`src/rtl/brf_pkg.sv`:
```
`timescale 1ns / 1ps
// Shared constants, codes and types of the byte ring FIFO.
package brf_pkg;

    localparam int BUFFER_SIZE_DEF = 4096;
    localparam int LANES_DEF       = 8;
    localparam int MAX_LANES       = 8;
    localparam int ADDR_W_MAX      = 16;

    localparam int OPCODE_W   = 3;
    localparam int LENGTH_W   = 13;
    localparam int DATA_W     = 64;
    localparam int ACCEPTED_W = 4;
    localparam int STATUS_W   = 2;
    localparam int COUNT_W    = 12;
    localparam int CONTIG_W   = 13;

    localparam logic [OPCODE_W-1:0] OP_ENQUEUE  = 3'd0;
    localparam logic [OPCODE_W-1:0] OP_DEQUEUE  = 3'd1;
    localparam logic [OPCODE_W-1:0] OP_PEEK     = 3'd2;
    localparam logic [OPCODE_W-1:0] OP_ADV_WRITE = 3'd3;
    localparam logic [OPCODE_W-1:0] OP_ADV_READ = 3'd4;
    localparam logic [OPCODE_W-1:0] OP_CLEAR    = 3'd5;

    localparam logic [STATUS_W-1:0] STATUS_OK       = 2'd0;
    localparam logic [STATUS_W-1:0] STATUS_BAD_LEN  = 2'd1;
    localparam logic [STATUS_W-1:0] STATUS_NO_ROOM  = 2'd2;

    // One pass over the banks: a run of consecutive addresses that does not wrap.
    typedef struct packed {
        logic                  issue;
        logic                  wr;
        logic                  rd;
        logic [ADDR_W_MAX-1:0] base;
        logic [3:0]            count;
        logic [3:0]            offset;
        logic [DATA_W-1:0]     data;
    } seg_t;

    // Registered read result of one bank.
    typedef struct packed {
        logic       valid;
        logic [2:0] idx;
        logic [7:0] data;
    } lane_t;

endpackage

```
`src/rtl/brf_merge.sv`:
```
`timescale 1ns / 1ps
// Steers the bank read bytes into their item byte positions.
module brf_merge #(
    parameter int NB = 8
) (
    input  brf_pkg::lane_t               lanes [NB],
    output logic [brf_pkg::DATA_W-1:0]   bytes
);

    always_comb
    begin
        bytes = '0;
        for (int jj = 0; jj < brf_pkg::MAX_LANES; jj++)
        begin
            for (int b = 0; b < NB; b++)
            begin
                if (lanes[b].valid && (lanes[b].idx == 3'(jj)))
                begin
                    bytes[8*jj +: 8] = bytes[8*jj +: 8] | lanes[b].data;
                end
            end
        end
    end

endmodule
```
`config.mk`:
```
export PLATFORM = sky130hd
export DESIGN_NAME = brf_merge
export DESIGN_NICKNAME = d
export VERILOG_FILES = /design/src/rtl/brf_pkg.sv /design/src/rtl/brf_merge.sv
export SDC_FILE = /design/constraint.sdc
export NUM_CORES = 1
export LEC_CHECK = 0
export ABC_AREA = 1
export BUFFER_PORTS_ARGS = -buffer_cell sky130_fd_sc_hd__clkbuf_2
export CORE_MARGIN = 3
export CORE_UTILIZATION = 48
export DETAILED_ROUTE_END_ITERATION = 8
export PLACE_DENSITY = 0.76
export SLEW_MARGIN = 20
export SYNTH_ARGS = -nofsm -noshare
export SYNTH_HDL_FRONTEND = slang
export SYNTH_SLANG_ARGS = --single-unit
```
`constraint.sdc`:
```
create_clock -name vclk -period 1.91
set_input_delay 0.4775 -clock vclk [all_inputs]
set_output_delay 0.4775 -clock vclk [all_outputs]
set_load 0.05 [all_outputs]
```
==> results of run 1 <==
==> timing repair <==
| item | in CTS |
|---|---|
| buffers inserted | 5 |
| pin swaps | 47 |
| endpoints found under the setup margin | 64 |
| resized for setup | 174 |
| cloned | 5 |
==> per-stage QoR <==
stage | instances | cell area (um2) | util, %
detailed placement | 1462 | 7020 | 74.2
global placement | 1462 | 7020 | 74.2
CTS | 1469 | 7720 | 81.7
floorplan | 1180 | 4760 | -
==> synth_stat cells <==
| master | number |
|---|---|
| clkbuf_1 | 8 |
| nor2_1 | 162 |
| buf_1 | 39 |
| buf_2 | 32 |
| nand3_1 | 176 |
| nor2_4 | 2 |
| inv_2 | 3 |
| inv_1 | 39 |
| nor2_2 | 18 |
| nand2_1 | 698 |
| buf_4 | 3 |
==> logic make-up after synthesis <==
group | count (synthesis) | share of synthesized area (%)
AND/OR/NAND/NOR | 1056 | 89.1
buffers and inverters | 124 | 10.9
==> metal layers <==
| metal | GRT overflow | GRT usage, % |
|---|---|---|
| met2 | 641 | 125 |
| met5 | 0 | 29.5 |
| met3 | 5 | 70.4 |
| met1 | 7 | 82.5 |
| met4 | 199 | 108 |
==> impl_metrics.yaml, run 1 <==
logic_synthesis:
  synth_top_area_share_pct: 55.0
  yosys_warnings: 0
  synth-seq-area-share_pct: 0
  synth_area_leader_cell: "nand2_1"
  ys_types: 11
  avgSynthCellArea_um2: 4.03
  syn_inst: 1180
  synth_nets: 1276
  synth_top_cells_by_area: "nand2_1, nand3_1, nor2_1"
  syn_area_um2: 4760
placed_design:
  place.detailed.hpwl_um: 18700
  port_buffers: 160
  pre_cts_ws_ps: -327
  place_congestion: 1.09
die:
  initial_core_util_pct: 50.3
  die_w_um: 106
  num_rows: 35
  ioPinCount: 160
  die-height_um: 106
global_routing:
  grt.total_usage_pct: 93.9
  grt_max_degree: 28
  gr-total-overflow: 852
sta:
  postGrtWorstEndpoint: "bytes[13]"
  worstEpCategory: "primary output"
outcome:
  status: "did not finish"
  lastStage: "5_1_grt"
  firstError: "[ERROR GRT-0232] Routing congestion too high. Check the congestion heatmap in the GUI."
clock_tree:
  cts_hold_buf: 0
==> run 2: changes to the inputs <==
--- a/config.mk
+++ b/config.mk
@@ -8,9 +8,9 @@
 export ABC_AREA = 1
 export BUFFER_PORTS_ARGS = -buffer_cell sky130_fd_sc_hd__clkbuf_2
 export CORE_MARGIN = 3
-export CORE_UTILIZATION = 48
+export CORE_UTILIZATION = 33
 export DETAILED_ROUTE_END_ITERATION = 8
-export PLACE_DENSITY = 0.76
+export PLACE_DENSITY_LB_ADDON = 0.15
 export SLEW_MARGIN = 20
 export SYNTH_ARGS = -nofsm -noshare
 export SYNTH_HDL_FRONTEND = slang
==> impl_metrics.yaml, run 2 <==
critical_path:
  cp.required_ps: 1430
  end_kind: "output pin"
  path_max_fanout: 6
  crit_path_start_kind: "input pin"
  crit_type: "in -> out"
  crit_arrival_ps: 1630
logic_synthesis:
  avgSynthCellArea_um2: 4.03
  syn_area_um2: 4760
  synth_top_cells_by_area: "nand2_1, nand3_1, nor2_1"
  synth_nets: 1276
  synth_area_leader_cell: "nand2_1"
  yosys.cell_count.top_type: "nand2_1"
  synth-seq-area-share_pct: 0
  yosys-top-cells-count: "nand2_1, nand3_1, nor2_1"
  yosys_warnings: 0
  syn_inst: 1180
  synth_top_area_share_pct: 55.0
  ys_types: 11
finish:
  seq_cells: 0
  final_layout_size_suffix_gt1_share_pct: 51.8
  final_cell_mix: "nand2_1, nand2_2, nand3_1, nor2_4, buf_12"
  multiInputGateArea_um2: 6050
  clkbuf_count: 0
  layout.cells.non_filler: 1541
  fillCellCount: 1149
  area_delta_synth_final_pct: 106
  layout_commonest_cell: "nand2_1"
  nNetsFinal: 1459
  diodes: 0
  regArea_um2: 0
sta:
  grt_setup_unrepaired: "true"
  tightestPinTransition_ps: 328
  setup_viol: 64
  slew-limit-headroom_pct: 78.2
  worst_slack_ps: -199
  hold_viol: 0
  fmax_mhz: 474
  setup_tns_ps: -6880
  period_share_pct: 110
  post-route-min-period_ps: 2110
  drv_slew: 0
global_routing:
  grt_max_degree: 25
  grt_pass1_wl_um: 41900
  gr-total-overflow: 0
  grt.total_usage_pct: 32.3
  antenna_found_initial: 0
  grt_pass1_vias: 7524
job:
  max_cap_violations: 0
power_and_ir_drop:
  powerDensity_nw_per_um2: 292
  pwr-share-comb_pct: 100.0
  p_clk_share_pct: 0
  power_switching_uw: 1690
  ir_worst_vdd_uv: 155
  finalPower_uw: 2860
  p_int_uw: 1170
  leakagePower_uw: 0.00500
  seq_power_share_pct: 0
  sw_frac_of_total_pct: 59.1
placed_design:
  placed_cells: 1511
  place.detailed.hpwl_um: 20100
  port_buffers: 160
  place_congestion: 0.967
die:
  core_region_area_um2: 14000
  ioPinCount: 160
  die_w_um: 126
  num_rows: 43
  initial_core_util_pct: 34.0
  die-height_um: 126
  fp.dieArea_um2: 15900
outcome:
  status: "finished with violations"
  violations: "setup timing"
route:
  detail-route-antenna-nets: 0
  viasPerCell: 5.71
  wirelength_um: 30100
  drc: 0
  num_vias: 8796
  drt_iter0_markers: 1267
  wl_per_cell_um: 19.5
  drt-pass1-iter-count: 7
worst_hold_path:
  hold_depth: 6
  holdPathEnd: "bytes[29]"
  holdCritPathClass: "in -> out"
  hold_path.startpoint: "lanes[5]"
clock_tree:
  cts_hold_buf: 0
[run 2: power groups by stage]
| stage | logic [uW] | clock network [uW] | registers, uW |
|---|---|---|---|
| floorplan | 1100 | 0 | 0 |
| global placement | 2210 | 0 | 0 |
| detailed placement | 2210 | 0 | 0 |
| CTS | 2510 | 0 | 0 |
| global route | 2950 | 0 | 0 |
| finish | 2860 | 0 | 0 |
[run 2: what timing repair did]
action                     in CTS  in global routing
setup buffers                  11                 19
hold endpoints to repair        0                  0
pin swaps                     124                219
cloned                          7                  6
resized for setup             303                397
setup endpoints to repair      64                 64
[run 2: cells by family after synthesis]
kind of cell,share of synthesized area [%]
simple gates,89.1
buf+inv,10.9
[run 2: worst max path at each step]
stage | startpoint | endpoint | slack (ps) | cells past startpoint
after detailed placement | lanes[20] | bytes[18] | -380 | 10
after global routing | lanes[83] | bytes[39] | -250 | 9
after global placement | lanes[22] | bytes[18] | -370 | 10
final | lanes[82] | bytes[1] | -200 | 10
after floorplan | lanes[35] | bytes[12] | 20 | 7
after CTS | lanes[83] | bytes[37] | -140 | 9
[run 2: per-stage QoR]
stage	util [%]	cell area (um2)	hold slack, ps	setup WS [ps]
floorplan	-	4760	1460	24.7
global placement	50.6	7080	1490	-371
detailed placement	50.6	7080	1490	-376
CTS	59.8	8360	1450	-141
global route	70.1	9800	1530	-251
finish	70.1	9800	1480	-199
[run 2: cell type report]
type                            count  area share [%]
Inverter                           42            2.25
Multi-Input combinational cell   1056            61.7
Tap cell                          180            2.30
Timing Repair Buffer              263            33.8
[run 2: critical path, cell delays in order]
cell     delay, ps
buf_8          100
buf_6          110
nor2_4         210
buf_6          190
buf_6          110
nand3_2         60
nand2_1        110
nor2_2          60
nand2_4         70
buf_12         130
[run 2: per-layer routing]
| metal | track usage [%] | part of all wire [%] | vias to the layer above |
|---|---|---|---|
| met5 | 0 | 0 | - |
| li1 | - | - | 3974 |
| met2 | 54.6 | 47 | 716 |
| met4 | 8.01 | 5.0 | 0 |
| met1 | 43.6 | 36 | 3958 |
| met3 | 3.82 | 12 | 148 |
No activity file was read; power rests on OpenSTA's default activity.
==> run 3: changes to the inputs <==
--- a/config.mk
+++ b/config.mk
@@ -8,7 +8,7 @@
 export ABC_AREA = 1
 export BUFFER_PORTS_ARGS = -buffer_cell sky130_fd_sc_hd__clkbuf_2
 export CORE_MARGIN = 3
-export CORE_UTILIZATION = 33
+export CORE_UTILIZATION = 50
 export DETAILED_ROUTE_END_ITERATION = 8
 export PLACE_DENSITY_LB_ADDON = 0.15
 export SLEW_MARGIN = 20
==> constraint.sdc (replaced) <==
create_clock -name vclk -period 2.1
set_input_delay 0.525 -clock vclk [all_inputs]
set_output_delay 0.525 -clock vclk [all_outputs]
set_load 0.05 [all_outputs]
==> impl_metrics.yaml, run 3 <==
logic_synthesis:
  syn_inst: 1180
  yosys_warnings: 0
  avgSynthCellArea_um2: 4.03
  synth_nets: 1276
  synth-seq-area-share_pct: 0
  synth_area_leader_cell: "nand2_1"
  synth_top_area_share_pct: 55.0
  syn_area_um2: 4760
  ys_types: 11
  yosys-top-cells-count: "nand2_1, nand3_1, nor2_1"
  yosys.cell_count.top_type: "nand2_1"
  synth_top_cells_by_area: "nand2_1, nand3_1, nor2_1"
placed_design:
  place.detailed.hpwl_um: 18900
  placed_cells: 1457
  place_congestion: 1.06
  pre_cts_ws_ps: -232
  port_buffers: 160
die:
  die-height_um: 104
  ioPinCount: 160
  num_rows: 34
  initial_core_util_pct: 53.0
  die_w_um: 104
global_routing:
  grt_max_degree: 25
outcome:
  firstError: "[ERROR DPL-0038] Utilization greater than 100%, impossible to legalize"
  status: "did not finish"
  lastStage: "5_1_grt"
clock_tree:
  cts_hold_buf: 0
sta:
  worstEpCategory: "primary output"
  postGrtWorstEndpoint: "bytes[9]"
-- run 3: cell counts after synthesis --
Identical to the previous run, type by type.
-- run 3: kinds of logic after synthesis --
kind of cell / Yosys count / synth area share (%)
AND/OR/NAND/NOR: 1056 / 89.1
buffers and inverters: 124 / 10.9
-- run 3: metrics by stage --
stage                     hold WS [ps]  area, um2
after floorplan                   1560       4760
after global placement            1600       7050
after detailed placement          1600       7050
after CTS                         1590       7430
-- run 3: repair_timing --
item | CTS
setup endpoints to repair | 64
resized for setup | 128
pin swaps | 18
gates cloned | 1
buffers inserted | 1
endpoints found under the hold margin | 0
